<file path="config.mk">
export PLATFORM = sky130hd
export DESIGN_NAME = tnns_fifo
export DESIGN_NICKNAME = d
export VERILOG_FILES = /design/src/hdl/tnns_fifo.sv
export SDC_FILE = /design/constraint.sdc
export NUM_CORES = 1
export LEC_CHECK = 0
export ABC_AREA = 1
export BUFFER_PORTS_ARGS = -buffer_cell sky130_fd_sc_hd__buf_2
export CAP_MARGIN = 5
export CORE_MARGIN = 3
export CORE_UTILIZATION = 50
export CTS_CLUSTER_DIAMETER = 150
export DETAILED_ROUTE_END_ITERATION = 8
export PLACE_DENSITY = 0.76
export SYNTH_ARGS = -nofsm -noshare
export SYNTH_HDL_FRONTEND = slang
export SYNTH_SLANG_ARGS = --single-unit
</file>
<file path="constraint.sdc">
create_clock -name i_clk -period 2.9 [get_ports i_clk]
set_input_delay 0.145 -clock i_clk [delete_from_list [all_inputs] [get_ports i_clk]]
set_output_delay 0.145 -clock i_clk [all_outputs]
set_load 0.05 [all_outputs]
</file>
<file path="src/hdl/tnns_fifo.sv">
// Small synchronous queue used between the front and back and on the result side.
// Depends on nothing; width and depth come from parameters.
`default_nettype none
module tnns_fifo #(
    parameter int WIDTH = 8,
    parameter int DEPTH = 2
) (
    input  wire logic             i_clk,
    input  wire logic             i_rst_n,
    input  wire logic             i_push,
    input  wire logic [WIDTH-1:0] i_data,
    output logic                  o_full,
    input  wire logic             i_pop,
    output logic                  o_valid,
    output logic [WIDTH-1:0]      o_data
);
    localparam int PTR_W = (DEPTH > 1) ? $clog2(DEPTH) : 1;
    localparam int CNT_W = $clog2(DEPTH + 1);

    logic [WIDTH-1:0] r_mem [DEPTH];
    logic [PTR_W-1:0] r_wr, r_rd;
    logic [CNT_W-1:0] r_cnt;
    logic             do_push, do_pop;

    assign o_full  = (r_cnt == CNT_W'(DEPTH));
    assign o_valid = (r_cnt != '0);
    assign o_data  = r_mem[r_rd];
    assign do_push = i_push && !o_full;
    assign do_pop  = i_pop && o_valid;

    always_ff @(posedge i_clk) begin
        if (do_push) begin
            r_mem[r_wr] <= i_data;
        end
    end

    always_ff @(posedge i_clk) begin
        if (!i_rst_n) begin
            r_wr  <= '0;
            r_rd  <= '0;
            r_cnt <= '0;
        end else begin
            if (do_push) begin
                r_wr <= (r_wr == PTR_W'(DEPTH - 1)) ? '0 : r_wr + 1'b1;
            end
            if (do_pop) begin
                r_rd <= (r_rd == PTR_W'(DEPTH - 1)) ? '0 : r_rd + 1'b1;
            end
            r_cnt <= r_cnt + CNT_W'(do_push) - CNT_W'(do_pop);
        end
    end
endmodule
`default_nettype wire

</file>
==> metrics <==
status completed; Syn Area/Cell 13.68 sq um; final wirelength 1159 microns; Tightest Pin Transition 656.5 ps; Ys Warns 0; Critical Path Fanout Max 8; post-synthesis adder-cell area fraction 2.903%; Starting Density 55.30%; Post CTS Setup Buffer Count 0; Leak 0.4573 nW; Final TNS setup 0 ps; first-pass GRT wire length 1869 microns; I/O Pins 22; final hold vios 0; Placed Cells 99; worst reg-to-reg setup slack 1370 ps; Vias 508; maximum capacitance violations 0; Hold Path Class in2reg; antenna violations before repair 0; end of the worst hold path r_mem[0][0]; Seq/Total Area, Yosys 67.34%; XOR/XNOR share of the synthesized area 0%; synth unique cells 11; sequential fraction of design power between 40% and 50%; WHS Path Cells 1; Synth Register Bits 21; Final ANT Viol Nets 0; post_cts resized 0; Die Y 47.52 microns; vias per inst 4.932; part of the power in the clock network 13.2%; final slew viol count 0; vias in the first global route 471; grt total ovfl 0; Psw approximately 0.40 mW; # diodes 0; Synth Area in Compound Gates between 1 and 1.5%; synthesis-to-finish area growth 16.26%; GRT Overall Usage 12.02%; # setup viols final 0; leading cell types in the layout, fill and taps excluded buf_2 (21), edfxtp_1 (16), inv_1 (9), nand2_1 (9), mux2_4 (8); Setup Crit Path Kind reg2out; CTS tree yes; Post-Synth Simple-Gate Area under 10%; mux contribution to synthesized area 13.93%; startpoint types register; die area 0.002258 sq mm; DR iter-0 viols 2; drt wl/cell 11.25 microns; die span in x 47.52 microns; largest net degree at the start of global routing 12; internal power 0.5754 mW; Post-layout nets 102; DRC 0; Tcrit/Tclk final a little under three fifths; clock skew 3.442 ps; # hold bufs at CTS 0; global placement routability congestion 0.7174; Cell Pwr Density 977.3 mW/mm^2; crit end category output port; CTS clk-pin slew, worst paths 100 ps; Critical Path AT around 1500 ps; Worst Hold Launch i_data[0]; max frequency between 0.6 and 0.7 GHz; CTS sink cnt 21; worst reg2reg path startpoint r_cnt[0]; clk_lat worst skew approximately 280 ps; synthesized area about 860 sq um; worst vdd ir 0.4733 mV; Worst Path Required 2760 ps; Clock Tree Buf Depth 2; post-synthesis cell count 63; total CTS buffers 3; H-tree Lvls 1; min Tclk post-route 1613 ps; Worst R2R End r_cnt[1]; combinational fraction of design power roughly 43%; Initial DRT Pass Iterations 2; RSZ-0062 raised after global routing no; total core area 0.001559 sq mm; syn nets 77; final std cells w/o fill 103; Slew HR 56.07%; # port buffers 21; commonest non-fill, non-tap cell in the layout buf_2; DP HPWL 929.3 microns; Net Sw Frac approximately 41%; clk root buf clkbuf_4; Rows 14; share of cells above drive strength 1 37.93%; Reg2Reg Depth 10; largest family of logic cells by synthesized area multiplexers
## power by group through the flow
stage	Clock, mW	Combinational, mW	Sequential [mW]
after global placement	0	0.423	0.431
after global routing	0.152	0.464	0.434
after CTS	0.138	0.430	0.428
after detailed placement	0	0.429	0.434
after floorplan	0	0.377	0.412
final	0.129	0.424	0.427
## area by class of cell
type / instances / area [sq um]
flip-flops and latches: 21 / 580.6
fillers: 124 / 556.8
multi-input cells: 32 / 236.5
repair buffers: 21 / 105.1
inverters: 9 / 33.78
clock buffers: 4 / 26.28
well taps: 16 / 20.02
## synthesized netlist by cell type
library cell,count,area (sq um)
a21oi_1,2,10.01
nand3_1,3,15.01
dfxtp_1,5,100.1
nor2_2,1,6.260
edfxtp_1,16,480.5
ha_1,2,25.02
inv_1,9,33.78
mux2_4,8,120.1
buf_6,1,11.26
nor2_1,7,26.28
nand2_1,9,33.78
## metal layers
layer | up-vias | track usage, % | part of all wire, %
met2 | 13 | 20.32 | 50
met1 | 230 | 14.56 | 43
li1 | 263 | - | -
met5 | - | 0 | 0
met4 | 0 | 3.315 | 0.86
met3 | 2 | 4.135 | 5.8
## worst max-delay path: stages (launching register included)
cell and delay, ps:
dfxtp_1 630, mux2_4 340, buf_2 210
## worst max-delay path by stage
stage	start	to	slack, ps
after floorplan	r_cnt[0]	r_cnt[1]	1490
final	register	o_data[7]	1290
after global routing	r_cnt[0]	r_cnt[1]	1190
after detailed placement	r_cnt[0]	r_cnt[1]	1370
after global placement	r_cnt[0]	r_cnt[1]	1430
after CTS	register	o_data[7]	1250
## through the flow
stage	area, sq um	utilization [%]	hold slack, ps	power [mW]	setup slack (ps)
final	1002	64.29	43.44	0.9794	1287
after global routing	1002	64.29	19.77	1.050	1190
after CTS	1002	64.29	30.53	0.9955	1248
after detailed placement	975.9	62.60	338.3	0.8636	1367
after global placement	975.9	62.60	332.7	0.8541	1435
after floorplan	862.1	-	238.5	0.7888	1493
## cell families after synthesis
group,Yosys count
AO/OA/AOI/OAI,2
adder cells (fa/ha/maj),2
buffers and inverters,10
flip-flops,21
multiplexers,8
AND/OR/NAND/NOR,20
## flip-flops by register name, summed over array words and instances, names as in the netlist, named ones only
signal / cells
r_wr: 1
r_rd: 1
r_mem: 16
r_cnt: 2
Note: power is estimated with default switching activity, not from simulation.
