## src/hdl/tnns_pkg.sv

```systemverilog
// Shared types and constants of the tree node nearest search core.
// Used by every module of the block except tnns_fifo; depends on nothing.
`default_nettype none
package tnns_pkg;

    localparam int COORD_W     = 16;
    localparam int IDX_OUT_W   = 12;
    localparam int COST_W      = 32;
    localparam int RADIUS_W    = 16;
    localparam int ABS_W       = COORD_W;
    localparam int SQ_W        = 2 * ABS_W;
    localparam int D2_W        = SQ_W + 2;
    localparam int ROOT_W      = D2_W / 2;
    localparam int NEAR_CNT_W  = 6;
    localparam int CFG_IDX_W   = 2;

    localparam int DEF_MAX_NODES = 4096;
    localparam int DEF_MAX_NEAR  = 63;
    localparam int CMD_Q_DEPTH   = 2;
    localparam int RES_Q_DEPTH   = 4;

    typedef enum logic [1:0] {
        FUNC_START   = 2'd0,
        FUNC_ADD     = 2'd1,
        FUNC_NEAREST = 2'd2,
        FUNC_NEAR    = 2'd3
    } t_func;

    typedef enum logic [1:0] {
        ST_OK      = 2'd0,
        ST_FULL    = 2'd1,
        ST_BAD_PAR = 2'd2,
        ST_TRUNC   = 2'd3
    } t_status;

    typedef enum logic [CFG_IDX_W-1:0] {
        REG_GOAL_X   = 2'd0,
        REG_GOAL_Y   = 2'd1,
        REG_GOAL_Z   = 2'd2,
        REG_GOAL_THR = 2'd3
    } t_cfg_reg;

    typedef struct packed {
        t_func                      func;
        logic signed [COORD_W-1:0]  pos_x;
        logic signed [COORD_W-1:0]  pos_y;
        logic signed [COORD_W-1:0]  pos_z;
        logic [IDX_OUT_W-1:0]       parent_index;
        logic [RADIUS_W-1:0]        radius;
    } t_item;

    typedef struct packed {
        logic                       found;
        logic [IDX_OUT_W-1:0]       node_index;
        logic signed [COORD_W-1:0]  node_x;
        logic signed [COORD_W-1:0]  node_y;
        logic signed [COORD_W-1:0]  node_z;
        logic [COST_W-1:0]          node_cost;
        logic                       goal_reached;
        logic                       last_result;
        t_status                    status;
    } t_result;

    // Classified request handed from the front to the back.
    typedef struct packed {
        t_func                      func;
        logic signed [COORD_W-1:0]  pos_x;
        logic signed [COORD_W-1:0]  pos_y;
        logic signed [COORD_W-1:0]  pos_z;
        logic [IDX_OUT_W-1:0]       parent_index;
        logic [2*RADIUS_W-1:0]      radius_sq;
    } t_cmd;

    typedef struct packed {
        logic signed [COORD_W-1:0]  x;
        logic signed [COORD_W-1:0]  y;
        logic signed [COORD_W-1:0]  z;
        logic [RADIUS_W-1:0]        threshold;
    } t_goal;

    typedef struct packed {
        logic signed [COORD_W-1:0]  x;
        logic signed [COORD_W-1:0]  y;
        logic signed [COORD_W-1:0]  z;
        logic [COST_W-1:0]          cost;
    } t_node;

    function automatic logic [ABS_W-1:0] abs_diff(logic signed [COORD_W-1:0] a,
                                                  logic signed [COORD_W-1:0] b);
        logic signed [COORD_W:0] d;
        logic [COORD_W:0]        m;
        d = {a[COORD_W-1], a} - {b[COORD_W-1], b};
        m = d[COORD_W] ? (~d + 1'b1) : d;
        return m[ABS_W-1:0];
    endfunction

endpackage
`default_nettype wire

```

## src/hdl/tnns_fifo.sv

```systemverilog
// Small synchronous queue used between the front and back and on the result side.
// Depends on nothing; width and depth come from parameters.
`default_nettype none
module tnns_fifo #(
    parameter int WIDTH = 8,
    parameter int DEPTH = 2
) (
    input  wire logic             i_clk,
    input  wire logic             i_rst_n,
    input  wire logic             i_push,
    input  wire logic [WIDTH-1:0] i_data,
    output logic                  o_full,
    input  wire logic             i_pop,
    output logic                  o_valid,
    output logic [WIDTH-1:0]      o_data
);
    localparam int PTR_W = (DEPTH > 1) ? $clog2(DEPTH) : 1;
    localparam int CNT_W = $clog2(DEPTH + 1);

    logic [WIDTH-1:0] r_mem [DEPTH];
    logic [PTR_W-1:0] r_wr, r_rd;
    logic [CNT_W-1:0] r_cnt;
    logic             do_push, do_pop;

    assign o_full  = (r_cnt == CNT_W'(DEPTH));
    assign o_valid = (r_cnt != '0);
    assign o_data  = r_mem[r_rd];
    assign do_push = i_push && !o_full;
    assign do_pop  = i_pop && o_valid;

    always_ff @(posedge i_clk) begin
        if (do_push) begin
            r_mem[r_wr] <= i_data;
        end
    end

    always_ff @(posedge i_clk) begin
        if (!i_rst_n) begin
            r_wr  <= '0;
            r_rd  <= '0;
            r_cnt <= '0;
        end else begin
            if (do_push) begin
                r_wr <= (r_wr == PTR_W'(DEPTH - 1)) ? '0 : r_wr + 1'b1;
            end
            if (do_pop) begin
                r_rd <= (r_rd == PTR_W'(DEPTH - 1)) ? '0 : r_rd + 1'b1;
            end
            r_cnt <= r_cnt + CNT_W'(do_push) - CNT_W'(do_pop);
        end
    end
endmodule
`default_nettype wire

```

## src/hdl/tnns_front.sv

```systemverilog
// Front end: takes input items, squares the near radius, and queues requests.
// Depends on tnns_pkg and tnns_fifo.
`default_nettype none
module tnns_front
    import tnns_pkg::*;
(
    input  wire logic  i_clk,
    input  wire logic  i_rst_n,
    input  wire logic  i_push,
    input  wire t_item i_item,
    output logic       o_full,
    input  wire logic  i_cmd_pop,
    output logic       o_cmd_valid,
    output t_cmd       o_cmd
);
    logic  r_valid;
    t_cmd  r_cmd;
    logic  q_full;
    logic  accept;
    logic [$bits(t_cmd)-1:0] q_data;

    assign o_full = r_valid && q_full;
    assign accept = i_push && !o_full;

    always_ff @(posedge i_clk) begin
        if (!i_rst_n) begin
            r_valid <= 1'b0;
        end else if (accept) begin
            r_valid <= 1'b1;
        end else if (!q_full) begin
            r_valid <= 1'b0;
        end
    end

    always_ff @(posedge i_clk) begin
        if (accept) begin
            r_cmd.func         <= i_item.func;
            r_cmd.pos_x        <= i_item.pos_x;
            r_cmd.pos_y        <= i_item.pos_y;
            r_cmd.pos_z        <= i_item.pos_z;
            r_cmd.parent_index <= i_item.parent_index;
            r_cmd.radius_sq    <= i_item.radius * i_item.radius;
        end
    end

    tnns_fifo #(
        .WIDTH ($bits(t_cmd)),
        .DEPTH (CMD_Q_DEPTH)
    ) u_cmd_q (
        .i_clk   (i_clk),
        .i_rst_n (i_rst_n),
        .i_push  (r_valid),
        .i_data  (r_cmd),
        .o_full  (q_full),
        .i_pop   (i_cmd_pop),
        .o_valid (o_cmd_valid),
        .o_data  (q_data)
    );

    assign o_cmd = t_cmd'(q_data);
endmodule
`default_nettype wire

```

## config.mk

```make
export PLATFORM = sky130hd
export DESIGN_NAME = tnns_front
export DESIGN_NICKNAME = d
export VERILOG_FILES = /design/src/hdl/tnns_pkg.sv /design/src/hdl/tnns_fifo.sv /design/src/hdl/tnns_front.sv
export SDC_FILE = /design/constraint.sdc
export NUM_CORES = 1
export LEC_CHECK = 0
export BUFFER_PORTS_ARGS = -buffer_cell sky130_fd_sc_hd__buf_4
export CORE_MARGIN = 2
export CORE_UTILIZATION = 30
export CTS_BUF_LIST = sky130_fd_sc_hd__clkbuf_4 sky130_fd_sc_hd__clkbuf_8
export DETAILED_ROUTE_END_ITERATION = 6
export GPL_TIMING_DRIVEN = 0
export HOLD_SLACK_MARGIN = 0.03
export SLEW_MARGIN = 0
export SYNTH_ARGS = -nofsm -noshare
export SYNTH_HDL_FRONTEND = slang
export SYNTH_SLANG_ARGS = --single-unit
```

## constraint.sdc

```tcl
create_clock -name i_clk -period 6.6 [get_ports i_clk]
set_input_delay 0.33 -clock i_clk [delete_from_list [all_inputs] [get_ports i_clk]]
set_output_delay 0.33 -clock i_clk [all_outputs]
set_load 0.01 [all_outputs]
```

==> flow_summary.toml <==
[run_status]
status = "finished clean"

[floorplan]
core_area_um2 = 56600
rows = 87
dieArea_um2 = 59500
initial_utilization = 0.305
ios = 178
die_w_um = 244
die_h_um = 244

[critical_path]
crit_arrival_ns = 6.59
cp.required_ns = 7.00
crit_fanout = 10
crit_path_end_kind = "register"
crit_type = "input pin to register"
crit_path_start_kind = "input pin"

[routing]
first_pass_iters = 5
final_antenna_net_count = 0
route.detailed.drc = 0
avgViaCountPerCell = 4.38
wl_um = 38000
wl_per_cell_um = 15.9
num_vias = 10457
dr.first_iter.drc_count = 350

[timing]
max_slew_margin = 0.486
drv_slew = 0
max_freq_mhz = 162
setup_viol = 0
finClkSkew_ns = 0.0232
finalHoldWorstSlack_ns = 0.232
tns_ns = 0
fin_crit_ns = 6.18
hold_viol_final = 0
final.period_utilization = 0.937
worstMarginPinSlew_ns = 0.763
rsz0062_at_grt = "no"

[placed_design]
dp_cells = 2243
post-dp-hpwl_um = 30000
routabilityCongestion = 0.852
portBuffers = 174

[final_layout]
layout-drive-gt1-share = 0.224
multi_input_area_um2 = 7690
fin_util = 0.375
seq_area_um2 = 8500
diodes = 0
final_nets = 1945
nFillCells = 5442
final_cells = 2387
area_delta_synth_final_pct = 22.8

[synthesis]
synth_ff_type = "edfxtp_1"
synth-seq-area-share = 0.492
avgSynthCellArea_um2 = 13.2
async_flop_share = 0
yosysUniqueCellTypes = 57
synth_enable_flop_cells = 279
synth_nets = 1653
ys_seq_elements = 285
yosys_warnings = 0
synthCells = 1305
syn_area_um2 = 17300

[power]
power_w = 0.0104
power.switching_w = 0.00454
power.share.clock = 0.131
p_sw_frac = 0.437
p_comb_frac = 0.615
seq_power_share = 0.253
p_leak_nw = 9.07
p_per_area_nw_per_um2 = 490
ir_drop_mv = 0.323
p_int_w = 0.00586

[clock_network]
cts-htree-levels = 2
cts.reportedPaths.clkPinSlew_ns = 0.06
postCtsSetupRepairBufs = 0
cts_sinks = 285
root_buffer = "clkbuf_8"
cts_buffer_depth = 3
insertion_delay_ns = 0.55
cts_buffers = 43
cts_tree = "built"

[global_route]
grt_usage = 0.129
antenna_found_initial = 1
grt_max_degree = 55
grt.overflow.total = 0
grt_pass1_vias = 11490
grt_pass1_wl_um = 60900

[hold_path]
hold_class = "input pin to register"

[job]
max_cap_viol_count = 0
==> cell usage after synthesis (3+ instances only) <==
library cell  number  area [µm²]
and2_1            40         250
nand3_1           13        65.1
ha_1             104        1300
xnor2_1           25         219
nor2_1            36         135
o21ai_0           18        90.1
a21o_1             6        45.0
o21a_1             5        37.5
nor2b_1            9        56.3
nor3_1             7        35.0
fa_1             162        3240
nand2_1          109         409
nand2b_1           4        25.0
inv_1            251         942
dfxtp_1            6         120
nor4_1             3        18.8
and3_1             4        25.0
edfxtp_1         279        8380
xor2_1            13         114
clkbuf_1          33         124
a21oi_1           33         165
mux2_2            94        1060
o2111ai_1          3        26.3
or2_2              5        31.3
==> worst paths after layout <==
path,to,slack [ns],startpoint,cells after the start
max reg2reg,r_cmd[77],4.53,u_cmd_q.r_cnt[0],5
min reg2reg,u_cmd_q.r_mem[0][77],0.42,r_cmd[77],0
max,r_cmd[30],0.42,i_item[4],21
min,u_cmd_q.r_rd,0.23,i_cmd_pop,4
==> placed cells by master, fill, tap and decap left out, types with 3 or more instances in the layout <==
master and count:
edfxtp_1 279, inv_1 251, buf_4 175, fa_1 162
nand2_1 109, ha_1 104, mux2_2 94, dlygate4sd3_1 66
clkbuf_8 43, and2_1 40, nor2_1 35, a21oi_1 33
clkbuf_1 31, xnor2_1 25, o21ai_0 18, xor2_1 13
nand3_1 13, clkinv_1 13, nor2b_1 8, clkbuf_4 8
clkinv_2 8, nor3_1 7, a21o_1 6, dfxtp_1 6
or2_2 5, o21a_1 5, nand2b_1 4, clkinvlp_4 4
buf_16 4, buf_12 4, and3_1 3, o2111ai_1 3
nor4_1 3
==> through the flow <==
step / cell area, µm² / worst slack (ns)
6_report: 21200 / 0.416
5_1_grt: 21200 / 0.0177
4_1_cts: 21200 / 0.195
3_5_place_dp: 19700 / -0.238
3_3_place_gp: 19500 / -1.39
2_1_floorplan: 17300 / 0.832
==> logic make-up after synthesis <==
logic type                 after synthesis  share of synthesized area
xor gates and xnor gates                38                     0.0193
other                                    1                   0.000217
adders and majority gates              266                      0.263
AOI/OAI and AO/OA                       87                     0.0321
muxes                                   94                     0.0613
and+or+nand+nor                        246                     0.0684
DFF                                    285                      0.492
buffers and inverters                  288                     0.0631
==> final cells by class <==
cell class / count / share of cell area
plain buffers: 36 / 0.00679
clock buffers: 51 / 0.0307
clock inverters: 28 / 0.00808
inverters: 251 / 0.0444
multi-input cells: 732 / 0.363
flip-flops and latches: 285 / 0.401
well taps: 756 / 0.0446
repair buffers: 248 / 0.102
==> timing repair <==
action	in CTS	in global routing
hold buffers	66	0
endpoints found under the setup margin	0	2
endpoints found under the hold margin	69	0
gates resized for setup	0	2
==> worst max-delay path: stages <==
cell and delay [ns]:
buf_4 0.09, clkbuf_1 0.38, clkbuf_1 0.49, nand2_1 0.17
fa_1 0.57, inv_1 0.07, fa_1 0.54, ha_1 0.14
inv_1 0.05, fa_1 0.48, fa_1 0.55, inv_1 0.05
fa_1 0.37, ha_1 0.30, clkbuf_2 0.16, a21oi_1 0.22
o21ai_0 0.18, o31ai_1 0.61, a21oi_1 0.24, or4_1 0.50
nand3_1 0.10
==> power groups by stage <==
stage               sequential [W]  combinational, W  clock (W)
finish                     0.00263           0.00640    0.00137
global route               0.00266           0.00726    0.00151
detailed placement         0.00267           0.00635          0
global placement           0.00269           0.00621          0
CTS                        0.00264           0.00642    0.00143
floorplan                  0.00266           0.00468          0
==> state kept, by name, summed over array words and instances (netlist names), named ones only <==
signal	cells
u_cmd_q.r_mem	186
u_cmd_q.r_cnt	2
r_cmd	93
u_cmd_q.r_wr	1
r_valid	1
u_cmd_q.r_rd	1
==> per-layer routing <==
| metal | vias to the layer above | GRT usage | wire, µm |
|---|---|---|---|
| met3 | 69 | 0.0272 | 2400 |
| met4 | 2 | 0.0405 | 918 |
| met1 | 5179 | 0.152 | 15700 |
| met2 | 285 | 0.232 | 18900 |
| li1 | 4922 | - | - |
| met5 | - | 0 | 12 |
No activity file was read; power rests on OpenSTA's default activity.
